File: src/dads_pkg.sv
// shared constants and types for the duration add / diff / split unit
package dads_pkg;

  // pipeline depth, input register through output register
  localparam int NUM_STAGES = 8;

  // operation codes carried in the input tuser
  typedef enum logic [1:0] {
    KIND_ADD   = 2'd0,
    KIND_DIFF  = 2'd1,
    KIND_SPLIT = 2'd2
  } kind_e;

  // nanosecond wrap points
  localparam logic [30:0] NS_PER_SEC  = 31'd1000000000;
  localparam logic [30:0] NS_TWO_SEC  = 31'd2000000000;

  // a borrowed nanosecond difference that is still negative wraps through 2^64 ns,
  // which is 18446744073 s plus 709551616 ns
  localparam logic [30:0] NS_NEG_OFFSET = 31'd1709551616;
  localparam logic [34:0] NS_NEG_CARRY  = 35'd18446744073;

  // calendar divisors (364-day years)
  localparam logic [24:0] SEC_PER_YEAR = 25'd31449600;
  localparam logic [16:0] SEC_PER_DAY  = 17'd86400;
  localparam logic [11:0] SEC_PER_HOUR = 12'd3600;
  localparam logic [5:0]  SEC_PER_MIN  = 6'd60;

  // exact reciprocals: shift = dividend bits + divisor bits, rounded up
  localparam int YEAR_SHIFT = 57;
  localparam int DAY_SHIFT  = 42;
  localparam int HOUR_SHIFT = 29;
  localparam int MIN_SHIFT  = 18;

  localparam logic [32:0] YEAR_RECIP = 33'(((64'd1 << YEAR_SHIFT) + 64'(SEC_PER_YEAR)
                                            - 64'd1) / 64'(SEC_PER_YEAR));
  localparam logic [25:0] DAY_RECIP  = 26'(((64'd1 << DAY_SHIFT) + 64'(SEC_PER_DAY)
                                            - 64'd1) / 64'(SEC_PER_DAY));
  localparam logic [17:0] HOUR_RECIP = 18'(((64'd1 << HOUR_SHIFT) + 64'(SEC_PER_HOUR)
                                            - 64'd1) / 64'(SEC_PER_HOUR));
  localparam logic [12:0] MIN_RECIP  = 13'(((64'd1 << MIN_SHIFT) + 64'(SEC_PER_MIN)
                                            - 64'd1) / 64'(SEC_PER_MIN));

  // add / difference result
  typedef struct packed {
    logic [31:0] seconds;
    logic [29:0] nanos;
    logic        overflow;
  } arith_res_t;

  // split result
  typedef struct packed {
    logic [7:0] years;
    logic [8:0] days;
    logic [4:0] hours;
    logic [5:0] minutes;
    logic [5:0] seconds;
  } split_res_t;

endpackage

File: src/dads_arith.sv
// add and absolute difference pipeline for seconds plus nanoseconds
module dads_arith import dads_pkg::*; #(
  parameter int SEC_WIDTH = 32
) (
  input  logic                  clk_i,
  input  logic [NUM_STAGES-1:0] stage_en_i,
  input  logic [1:0]            kind_i,
  input  logic [31:0]           a_seconds_i,
  input  logic [29:0]           a_nanos_i,
  input  logic [31:0]           b_seconds_i,
  input  logic [29:0]           b_nanos_i,
  output arith_res_t            res_o
);

  localparam logic [63:0] SEC_MAX = (64'd1 << SEC_WIDTH) - 64'd1;
  localparam logic [31:0] IN_MASK = SEC_MAX[31:0];
  localparam int          LAST    = NUM_STAGES - 1;

  // stage 0: order the operands
  logic [31:0] a_s, b_s;
  logic        a_first, is_diff, is_mine, swap;

  assign a_s     = a_seconds_i & IN_MASK;
  assign b_s     = b_seconds_i & IN_MASK;
  assign a_first = (a_s > b_s) || ((a_s == b_s) && (a_nanos_i > b_nanos_i));
  assign is_diff = (kind_i == KIND_DIFF);
  assign is_mine = (kind_i == KIND_ADD) || (kind_i == KIND_DIFF);
  assign swap    = is_diff && !a_first;

  logic [LAST-1:0] mine_q;
  logic            diff0_q;
  logic [31:0]     hs0_q, ls0_q;
  logic [29:0]     hn0_q, ln0_q;

  always_ff @(posedge clk_i) begin
    if (stage_en_i[0]) begin
      diff0_q <= is_diff;
      hs0_q   <= swap ? b_s : a_s;
      hn0_q   <= swap ? b_nanos_i : a_nanos_i;
      ls0_q   <= swap ? a_s : b_s;
      ln0_q   <= swap ? a_nanos_i : b_nanos_i;
    end
  end

  // stage 1: raw sum or borrowed difference
  logic        borrow, ns_neg;
  logic [30:0] ns_ofs;
  logic [30:0] ns1_d, ns1_q;
  logic [33:0] sec1_d, sec1_q;
  logic        neg1_q;

  assign borrow = diff0_q && (hn0_q < ln0_q);
  // borrowed difference still below zero when the low side exceeds by over a second
  assign ns_neg = borrow && (31'(ln0_q) > 31'(hn0_q) + NS_PER_SEC);
  assign ns_ofs = ns_neg ? NS_NEG_OFFSET : (borrow ? NS_PER_SEC : 31'd0);

  always_comb begin
    if (diff0_q) begin
      ns1_d  = 31'(hn0_q) + ns_ofs - 31'(ln0_q);
      sec1_d = 34'(hs0_q) - 34'(ls0_q) - 34'(borrow);
    end else begin
      ns1_d  = 31'(hn0_q) + 31'(ln0_q);
      sec1_d = 34'(hs0_q) + 34'(ls0_q);
    end
  end

  always_ff @(posedge clk_i) begin
    if (stage_en_i[1]) begin
      ns1_q  <= ns1_d;
      sec1_q <= sec1_d;
      neg1_q <= ns_neg;
    end
  end

  // stage 2: reduce nanoseconds and carry whole seconds
  logic [29:0] rn2_d, rn2_q;
  logic [34:0] full2_d, full2_q;

  always_comb begin
    if (neg1_q) begin
      rn2_d   = ns1_q[29:0];
      full2_d = 35'(sec1_q) + NS_NEG_CARRY;
    end else if (ns1_q >= NS_TWO_SEC) begin
      rn2_d   = 30'(ns1_q - NS_TWO_SEC);
      full2_d = 35'(sec1_q) + 35'd2;
    end else if (ns1_q >= NS_PER_SEC) begin
      rn2_d   = 30'(ns1_q - NS_PER_SEC);
      full2_d = 35'(sec1_q) + 35'd1;
    end else begin
      rn2_d   = ns1_q[29:0];
      full2_d = 35'(sec1_q);
    end
  end

  always_ff @(posedge clk_i) begin
    if (stage_en_i[2]) begin
      rn2_q   <= rn2_d;
      full2_q <= full2_d;
    end
  end

  // stage 3: wrap seconds and flag overflow, then delay to the output stage
  arith_res_t res3_d;
  arith_res_t res_q [3:LAST];

  assign res3_d.seconds  = full2_q[31:0] & SEC_MAX[31:0];
  assign res3_d.nanos    = rn2_q;
  assign res3_d.overflow = (64'(full2_q) > SEC_MAX);

  always_ff @(posedge clk_i) begin
    if (stage_en_i[3]) begin
      res_q[3] <= res3_d;
    end
    for (int k = 4; k < LAST; k++) begin
      if (stage_en_i[k]) begin
        res_q[k] <= res_q[k-1];
      end
    end
    if (stage_en_i[LAST]) begin
      res_q[LAST] <= mine_q[LAST-1] ? res_q[LAST-1] : '0;
    end
  end

  // ownership flag travels with the item
  always_ff @(posedge clk_i) begin
    if (stage_en_i[0]) begin
      mine_q[0] <= is_mine;
    end
    for (int k = 1; k < LAST; k++) begin
      if (stage_en_i[k]) begin
        mine_q[k] <= mine_q[k-1];
      end
    end
  end

  assign res_o = res_q[LAST];

endmodule

File: src/dads_split.sv
// split of seconds into 364-day years, days, hours, minutes and seconds
module dads_split import dads_pkg::*; #(
  parameter int SEC_WIDTH = 32
) (
  input  logic                  clk_i,
  input  logic [NUM_STAGES-1:0] stage_en_i,
  input  logic [1:0]            kind_i,
  input  logic [31:0]           a_seconds_i,
  output split_res_t            res_o
);

  localparam logic [63:0] SEC_MAX = (64'd1 << SEC_WIDTH) - 64'd1;
  localparam logic [31:0] IN_MASK = SEC_MAX[31:0];
  localparam int          LAST    = NUM_STAGES - 1;

  logic [LAST-1:0] mine_q;

  // stage 0: year quotient by reciprocal multiply
  logic [31:0] a_s;
  logic [64:0] year_prod;
  logic [31:0] as0_q;
  logic [7:0]  y0_q;

  assign a_s       = a_seconds_i & IN_MASK;
  assign year_prod = 65'(a_s) * 65'(YEAR_RECIP);

  always_ff @(posedge clk_i) begin
    if (stage_en_i[0]) begin
      as0_q <= a_s;
      y0_q  <= year_prod[YEAR_SHIFT +: 8];
    end
  end

  // stage 1: seconds left in the year
  logic [32:0] year_rem;
  logic [24:0] r1_q;
  logic [7:0]  y1_q;

  assign year_rem = 33'(as0_q) - 33'(y0_q) * 33'(SEC_PER_YEAR);

  always_ff @(posedge clk_i) begin
    if (stage_en_i[1]) begin
      r1_q <= year_rem[24:0];
      y1_q <= y0_q;
    end
  end

  // stage 2: day quotient
  logic [50:0] day_prod;
  logic [24:0] r2_q;
  logic [7:0]  y2_q;
  logic [8:0]  d2_q;

  assign day_prod = 51'(r1_q) * 51'(DAY_RECIP);

  always_ff @(posedge clk_i) begin
    if (stage_en_i[2]) begin
      r2_q <= r1_q;
      y2_q <= y1_q;
      d2_q <= day_prod[DAY_SHIFT +: 9];
    end
  end

  // stage 3: seconds left in the day
  logic [24:0] day_rem;
  logic [16:0] r3_q;
  logic [7:0]  y3_q;
  logic [8:0]  d3_q;

  assign day_rem = r2_q - 25'(d2_q) * 25'(SEC_PER_DAY);

  always_ff @(posedge clk_i) begin
    if (stage_en_i[3]) begin
      r3_q <= day_rem[16:0];
      y3_q <= y2_q;
      d3_q <= d2_q;
    end
  end

  // stage 4: hour quotient
  logic [34:0] hour_prod;
  logic [16:0] r4_q;
  logic [7:0]  y4_q;
  logic [8:0]  d4_q;
  logic [4:0]  h4_q;

  assign hour_prod = 35'(r3_q) * 35'(HOUR_RECIP);

  always_ff @(posedge clk_i) begin
    if (stage_en_i[4]) begin
      r4_q <= r3_q;
      y4_q <= y3_q;
      d4_q <= d3_q;
      h4_q <= hour_prod[HOUR_SHIFT +: 5];
    end
  end

  // stage 5: seconds left in the hour
  logic [16:0] hour_rem;
  logic [11:0] r5_q;
  logic [7:0]  y5_q;
  logic [8:0]  d5_q;
  logic [4:0]  h5_q;

  assign hour_rem = r4_q - 17'(h4_q) * 17'(SEC_PER_HOUR);

  always_ff @(posedge clk_i) begin
    if (stage_en_i[5]) begin
      r5_q <= hour_rem[11:0];
      y5_q <= y4_q;
      d5_q <= d4_q;
      h5_q <= h4_q;
    end
  end

  // stage 6: minute quotient
  logic [24:0] min_prod;
  logic [11:0] r6_q;
  logic [7:0]  y6_q;
  logic [8:0]  d6_q;
  logic [4:0]  h6_q;
  logic [5:0]  m6_q;

  assign min_prod = 25'(r5_q) * 25'(MIN_RECIP);

  always_ff @(posedge clk_i) begin
    if (stage_en_i[6]) begin
      r6_q <= r5_q;
      y6_q <= y5_q;
      d6_q <= d5_q;
      h6_q <= h5_q;
      m6_q <= min_prod[MIN_SHIFT +: 6];
    end
  end

  // stage 7: leftover seconds and output register
  logic [11:0] min_rem;
  split_res_t  res7_d, res_q;

  assign min_rem = r6_q - 12'(m6_q) * 12'(SEC_PER_MIN);

  assign res7_d.years   = y6_q;
  assign res7_d.days    = d6_q;
  assign res7_d.hours   = h6_q;
  assign res7_d.minutes = m6_q;
  assign res7_d.seconds = min_rem[5:0];

  always_ff @(posedge clk_i) begin
    if (stage_en_i[LAST]) begin
      res_q <= mine_q[LAST-1] ? res7_d : '0;
    end
  end

  // ownership flag travels with the item
  always_ff @(posedge clk_i) begin
    if (stage_en_i[0]) begin
      mine_q[0] <= (kind_i == KIND_SPLIT);
    end
    for (int k = 1; k < LAST; k++) begin
      if (stage_en_i[k]) begin
        mine_q[k] <= mine_q[k-1];
      end
    end
  end

  assign res_o = res_q;

endmodule

File: src/duration_add_diff_split_core.sv
// top level of the duration add / difference / split pipeline
//
// Input stream: one transfer carries two durations (seconds plus nanoseconds)
// in tdata and the operation code in tuser: add, absolute difference, or
// split of the first operand's seconds into 364-day years, days, hours,
// minutes and seconds. Output stream: one transfer per input transfer, in
// order, with the add/difference fields and the split fields in tdata and
// the seconds overflow flag in tuser; fields of the other operation are zero.
// The pipeline has eight register stages. The depth is set by the chain of
// four constant divisions, each a reciprocal multiply stage followed by a
// multiply-back stage. Throughput is one transfer per clock while the
// receiver keeps taking results.
// Every stage has its own valid bit and advances when the stage after it
// is empty or advancing, so bubbles close up and the input keeps taking
// transfers while the output register holds a result. When the receiver
// stalls the pipe fills and s_axis_tready drops after the stages are full.
// Reset clears all valid bits; data registers are not reset.
module duration_add_diff_split_core import dads_pkg::*; #(
  parameter int SEC_WIDTH = 32
) (
  input  logic         clk_i,
  input  logic         rst_ni,
  input  logic         s_axis_tvalid,
  output logic         s_axis_tready,
  // a_seconds, a_nanos, b_seconds, b_nanos, zero pad
  input  logic [127:0] s_axis_tdata,
  // kind
  input  logic [1:0]   s_axis_tuser,
  output logic         m_axis_tvalid,
  input  logic         m_axis_tready,
  // res_seconds, res_nanos, years, days, hours, minutes, leftover_seconds
  output logic [95:0]  m_axis_tdata,
  // overflow
  output logic         m_axis_tuser
);

  localparam int LAST = NUM_STAGES - 1;

  // per-stage valid bits and ready chain
  logic [NUM_STAGES-1:0] vld_q, vld_d, stage_en;

  always_comb begin
    stage_en[LAST] = !vld_q[LAST] || m_axis_tready;
    for (int k = LAST - 1; k >= 0; k--) begin
      stage_en[k] = !vld_q[k] || stage_en[k+1];
    end
  end

  always_comb begin
    vld_d = vld_q;
    if (stage_en[0]) begin
      vld_d[0] = s_axis_tvalid;
    end
    for (int k = 1; k < NUM_STAGES; k++) begin
      if (stage_en[k]) begin
        vld_d[k] = vld_q[k-1];
      end
    end
  end

  always_ff @(posedge clk_i or negedge rst_ni) begin
    if (!rst_ni) begin
      vld_q <= '0;
    end else begin
      vld_q <= vld_d;
    end
  end

  assign s_axis_tready = stage_en[0];
  assign m_axis_tvalid = vld_q[LAST];

  // datapaths
  arith_res_t arith_res;
  split_res_t split_res;

  dads_arith #(
    .SEC_WIDTH (SEC_WIDTH)
  ) u_arith (
    .clk_i       (clk_i),
    .stage_en_i  (stage_en),
    .kind_i      (s_axis_tuser),
    .a_seconds_i (s_axis_tdata[31:0]),
    .a_nanos_i   (s_axis_tdata[61:32]),
    .b_seconds_i (s_axis_tdata[93:62]),
    .b_nanos_i   (s_axis_tdata[123:94]),
    .res_o       (arith_res)
  );

  dads_split #(
    .SEC_WIDTH (SEC_WIDTH)
  ) u_split (
    .clk_i       (clk_i),
    .stage_en_i  (stage_en),
    .kind_i      (s_axis_tuser),
    .a_seconds_i (s_axis_tdata[31:0]),
    .res_o       (split_res)
  );

  // output packing
  assign m_axis_tdata = {split_res.seconds, split_res.minutes, split_res.hours,
                         split_res.days, split_res.years,
                         arith_res.nanos, arith_res.seconds};
  assign m_axis_tuser = arith_res.overflow;

endmodule

File: config.mk
export PLATFORM = sky130hd
export DESIGN_NAME = duration_add_diff_split_core
export DESIGN_NICKNAME = d
export VERILOG_FILES = /design/src/dads_pkg.sv /design/src/dads_arith.sv /design/src/dads_split.sv /design/src/duration_add_diff_split_core.sv
export SDC_FILE = /design/constraint.sdc
export NUM_CORES = 2
export LEC_CHECK = 0
export BUFFER_PORTS_ARGS = -buffer_cell sky130_fd_sc_hd__clkbuf_2
export CORE_AREA = 2 2 247 492
export DETAILED_ROUTE_END_ITERATION = 10
export DIE_AREA = 0 0 249 494
export PLACE_DENSITY = 0.77
export SETUP_SLACK_MARGIN = 0.05
export SLEW_MARGIN = 30
export SYNTH_ARGS = -nofsm -noshare
export SYNTH_HDL_FRONTEND = slang
export SYNTH_SLANG_ARGS = --single-unit
File: constraint.sdc
create_clock -name clk_i -period 13.5 [get_ports clk_i]
set_input_delay 0.675 -clock clk_i [delete_from_list [all_inputs] [get_ports clk_i]]
set_output_delay 0.675 -clock clk_i [all_outputs]
set_load 0.02 [all_outputs]
### Word level (Yosys, flattened, before mapping)

Memories as Yosys holds them, arrays and structs flattened.
Cells that the tools add are included.

| word-level totals | value |
|---|---|
| flip-flop bits (word level) | 548 |
| bits in writable memories | 315 |
| output and inout port bits | 99 |
| word-level logic and storage cells | 144 |
| memories kept | 1 |

| operators by class | value |
|---|---|
| add/subtract/negate cells | 16 |
| multiply operators | 8 |
| order comparisons | 7 |
| equal/unequal tests | 3 |
| mux-type cells | 25 |
| reduce and logical (&&, ||, !) cells | 24 |

Memory list:

| memory | words | bits a word | rd ports | clocked after Yosys merged registers in | wr ports | RTL line | text |
|---|---|---|---|---|---|---|---|
| u_arith.res_q | 5 | 63 | 5 | 0 | 5 | dads_arith.sv:104 | `arith_res_t res_q [3:LAST];` |

Operators with widths:

| operator | number |
|---|---|
| $mux 30 | 6 |
| $mux 35 | 3 |
| $mux 32 | 2 |
| $mul 32x31->63 const B | 1 |
| $mux 63 | 1 |
| $mux 31 | 2 |
| $sub 30x30->30 const B | 2 |
| $mul 25x26->51 const B | 1 |
| $add 34x1->35 const B | 1 |
| $add 34x2->35 const B | 1 |
| $add 34x35->35 const B | 1 |
| $gt 35x32->1 const B | 1 |
| $mul 17x18->34 const B | 1 |
| $mux 34 | 1 |
| $sub 34x1->34 | 1 |
| $add 32x32->33 | 1 |
| $sub 32x32->33 | 1 |
| $eq 32x32->1 | 1 |
| $gt 32x32->1 | 1 |
| $add 30x30->31 | 1 |
| $add 30x30->31 const B | 1 |
| $add 30x31->31 | 1 |
| $ge 31x30->1 const B | 1 |
| $ge 31x31->1 const B | 1 |
| 20 further kinds | 49 |

### Logic depth before layout (Yosys ltp)

| depth | value |
|---|---|
| depth after elaboration | 9 |
| gate-level depth with buffers | 37 |

### By module

Synthesis repeated with hierarchy kept, for this count alone.

| unflattened totals | value |
|---|---|
| cells, all modules | 6,243 |
| area, all modules | 71,788.9 µm² |

By module, submodules not included:

| module | times used | cells an instance | area an instance (µm²) |
|---|---|---|---|
| dads_split | 1 | 3,314 | 37,673.6 |
| dads_arith | 1 | 2,901 | 33,776.1 |
| duration_add_diff_split_core | 1 | 28 | 339.1 |

### Worst setup path before layout

Ideal clock, no wire load.

| timing path | value |
|---|---|
| path kind | input to register |
| from | input port m_axis_tready |
| to | register u_arith.diff0_q (enable) |
| library setup time | 1.790 ns |
| arrival time | 10.823 ns |
| required time | 11.710 ns |
| path slack | 0.887 ns |
| cell stages on the path | 6 |
| path buffers | 0 |
| cells stage by stage | nor2b_1 nand3_1 nor2_1 nand3_1 inv_1 nand3_1 |

| on the way | value |
|---|---|
| word-level cells in the longest chain between the ends | 8 |

Ends and longest elaborated chain:

| element | RTL line | text |
|---|---|---|
| from (decl) | duration_add_diff_split_core.sv:30 | `input logic m_axis_tready,` |
| $logic_or 1x1->1 | duration_add_diff_split_core.sv:43 | `stage_en[LAST] = !vld_q[LAST] \|\| m_axis_tready;` |
| $logic_or 1x1->1 (2 in series) | duration_add_diff_split_core.sv:45 | `stage_en[k] = !vld_q[k] \|\| stage_en[k+1];` |
| named net stage_en[5] | duration_add_diff_split_core.sv:40 | `logic [NUM_STAGES-1:0] vld_q, vld_d, stage_en;` |
| $logic_or 1x1->1 (3 in series) | duration_add_diff_split_core.sv:45 |  |
| named net stage_en[2] | duration_add_diff_split_core.sv:40 |  |
| $logic_or 1x1->1 (2 in series) | duration_add_diff_split_core.sv:45 |  |
| named net s_axis_tready | duration_add_diff_split_core.sv:24 | `output logic s_axis_tready,` |
| to (signal assigned) | dads_arith.sv:37 | `diff0_q <= is_diff;` |
| to (decl) | dads_arith.sv:31 | `logic diff0_q;` |

The timed path passes the listed nets, and every way through them passes these cells.
A chain may end at the register's enable or synchronous reset.

### Worst setup path in the final report

| timing path | value |
|---|---|
| from | register u_arith.hn0_q[9] |
| to | register u_arith.ns1_q[19] (data pin) |

| on the way | value |
|---|---|
| word-level cells in the longest chain between the ends | 7 |
| elaborated cells on any way between the ends | 11 |
| classes of those cells | 4 x add/sub; 2 x order compare; 3 x mux; 2 x reduce/logical |

Ends and longest elaborated chain:

| element | RTL line | text |
|---|---|---|
| from (decl) | dads_arith.sv:33 | `logic [29:0] hn0_q, ln0_q;` |
| from (signal assigned) | dads_arith.sv:39 | `hn0_q <= swap ? b_nanos_i : a_nanos_i;` |
| $add 30x30->31 or $lt 30x30->1 (tied branches) | dads_arith.sv:54, dads_arith.sv:52 |  |
| $gt 30x31->1 or $logic_and 1x1->1 (tied branches) | dads_arith.sv:54, dads_arith.sv:52 |  |
| $logic_and 1x1->1 or $mux 30 (tied branches) | dads_arith.sv:54, dads_arith.sv:55 |  |
| $mux 31 | dads_arith.sv:55 | `assign ns_ofs = ns_neg ? NS_NEG_OFFSET : (borrow ? NS_PER_SEC : 31'd0);` |
| $add 30x31->31 | dads_arith.sv:59 | `ns1_d = 31'(hn0_q) + ns_ofs - 31'(ln0_q);` |
| $sub 31x30->31 | dads_arith.sv:59 |  |
| $mux 31 * | dads_arith.sv:58 | `if (diff0_q) begin` |
| named net u_arith.ns1_d[19] | dads_arith.sv:48 | `logic [30:0] ns1_d, ns1_q;` |
| to (signal assigned) | dads_arith.sv:69 | `ns1_q <= ns1_d;` |
| to (decl) | dads_arith.sv:48 |  |

The timed path passes the listed nets; every way through them passes the cells marked *.

==> results.cfg <==
[logic_synthesis]
postSynth.asyncResetShare = 0.00927
ys.flop_type = edfxtp_1
synth.distinct_cells = 95
synth_top_area_frac = 0.362
yosys.area.top_type = edfxtp_1
synth.area.top_cells = edfxtp_1, ha_1, fa_1
syn_area_um2 = 70900
syn_area_per_cell_um2 = 11.7
synthCells = 6061
synth_warnings = 0
yosysMostFrequentCell = ha_1
syn_nets = 7914
synth_seq_cells = 863
ys_seq_area_frac = 0.365
synth_edf_count = 855
netlist_top_cells_count = ha_1, inv_1, edfxtp_1

[sta]
fin_skew_ns = 0.0263
fmax_mhz = 112
drv_slew = 0
fin_crit_ns = 8.90
relSlewSlack = 0.277
grt_setup_unrepaired = false
finalSetupViolations = 0
timing.final.hold_violations = 0
worst_pin_slew_ns = 1.08
min_period_over_period = 0.659
whs_ns = 0.251
tns_ns = 0

[setup_path]
crit_required_ns = 13.94
cp_max_fo = 5
timing.rr.end = u_arith.ns1_q[19]
worst_path_most_repeated_cell = o21a_1
r2r_slack_ns = 4.60
max_stage_delay_ns = 0.61
start_kind = flop
cp_slowest_cell = nor4_1
r2r-start = u_arith.hn0_q[9]
worst-setup-path-type = flop to flop
arrival_ns = 9.34
cp-end-kind = flop
reg2reg_depth = 35

[placed_design]
portBuffers = 228
detailed_place_hpwl_um = 136000
place_congestion = 1.03

[grt]
grt_max_degree = 77
gr-total-overflow = 0
grt_first_pass_wirelength_um = 260000
grt_pass1_vias = 48468
antenna_found_initial = 18
grt_usage = 0.276

[clock_network]
cts_setup_buffers = 0
path_clk_slew_ns = 0.08
clock_latency_ns = 0.67
numCtsBuffers = 72
cts_num_sinks = 863
postCtsHoldBufs = 1
cts_tree = done
cts-resized-gates = 0
cts_root_buf = clkbuf_16
ctsLongestPathBuffers = 3
h-tree-depth = 3

[final_layout]
multiInputGateArea_um2 = 39900
fin_util = 0.639
fill_cells = 9176
syn_to_final_growth_pct = 7.25
register_area_um2 = 25900
final_nets = 8092
layout-drive-gt1-share = 0.0791

[detailed_routing]
drc = 0
viasPerCell = 5.75
routed_wl_um = 166000
antenna_left = 0
routedWlPerCell_um = 21.1
vias = 45113
drt_first_pass_iters = 6
dr.first_iter.drc_count = 2340

[floorplan]
initial_core_util = 0.596
core_um2 = 119000
fp.dieW_um = 249
die_h_um = 494
std_cell_rows = 179
die_area_um2 = 123000
ios = 233

[hold_path]
holdPathEnd = vld_q[0]
hold_class = primary input to flop
hp-start = s_axis_tvalid
whs_path_depth = 2

[job]
maxCapViolations = 0

[status]
status = finished clean
## registers in the layout (all words and copies together) (netlist names), 12 cells and up
signal           cells
u_arith.hn0_q       30
u_arith.ns1_q       31
u_arith.ln0_q       30
u_split.r2_q        17
u_arith.ls0_q       32
u_split.r5_q        12
u_arith.res_q      315
u_split.res_o       34
u_split.r1_q        25
u_split.r4_q        12
u_split.r3_q        17
u_arith.full2_q     35
u_split.as0_q       25
u_arith.sec1_q      34
u_arith.rn2_q       30
u_arith.hs0_q       32
## worst max-delay path, delay by kind of cell (launching register included)
kind	cells	cell delay, ns
AO/OA/AOI/OAI	13	3.07
XOR/XNOR	1	0.16
adder cells (fa/ha/maj)	4	1.47
buffers and inverters	2	0.35
flip-flops	1	0.47
multiplexers	1	0.38
AND/OR/NAND/NOR	14	2.73
## worst max-delay path by stage
stage,startpoint,endpoint,slack (ns),cells after the start
finish,u_arith.hn0_q[9],u_arith.ns1_q[19],4.60,35
detailed placement,u_arith.hn0_q[9],u_arith.ns1_q[19],4.66,35
CTS,u_arith.hn0_q[9],u_arith.ns1_q[19],4.63,35
global placement,s_axis_tdata[3],u_split.y0_q[6],4.90,23
global route,u_arith.hn0_q[9],u_arith.ns1_q[19],4.14,35
floorplan,m_axis_tready,u_arith.diff0_q,0.89,6
## layer usage
metal | GRT usage | wire length, um | part of all wire
met5 | 0 | 123 | 0.00074
met1 | 0.273 | 55800 | 0.34
met2 | 0.522 | 88500 | 0.53
met3 | 0.0411 | 7110 | 0.043
met4 | 0.201 | 14000 | 0.085
## cell families (layout without fill, tap and decap cells)
kind of cell    Yosys count  after routing  share of synthesized area
fa+ha+maj              1719           1719                      0.361
buf+inv                1306           1542                     0.0728
simple gates            914            914                     0.0667
flops                   863            863                      0.365
compound gates          840            840                     0.0791
xor+xnor                284            284                     0.0353
mux                     135            135                     0.0203
other cells               0             12                          0
## per-stage QoR
stage | instances | instance area, um^2 | setup slack, ns
3_3_place_gp | 7701 | 73400 | 4.90
2_1_floorplan | 6061 | 70900 | 0.887
5_1_grt | 7836 | 76000 | 4.14
6_report | 7847 | 76000 | 4.60
4_1_cts | 7834 | 76000 | 4.63
3_5_place_dp | 7701 | 73400 | 4.66
## area by class of cell
cell class	count	area share
multi-input cells	3892	0.525
flip-flops and latches	863	0.340
clock inverters	49	0.00881
diodes	12	0.000395
well taps	1538	0.0253
clock buffers	83	0.0248
repair buffers	258	0.0183
inverters	1152	0.0569
## cells in the final DEF (no fill, tap or decap), drive strengths merged, types with 22 or more instances in the layout
cell type,count
ha,1180
inv,1153
edfxtp,855
fa,539
clkbuf,311
nor2,244
a21oi,240
xnor2,197
nand2,145
o21ai,143
and2,115
a21o,98
xor2,87
mux2,72
nand3,71
mux2i,63
nor3,57
nand4,53
o21a,51
nand2b,50
o21bai,39
nor2b,38
a31oi,33
or3,32
clkinv,32
buf,29
a211oi,29
nor4,27
o211ai,24
and3,24
o31ai,22
Power is left out: the tool's default activity adds up to more than one toggle a clock period on the data nets, which glitch-free logic cannot reach.
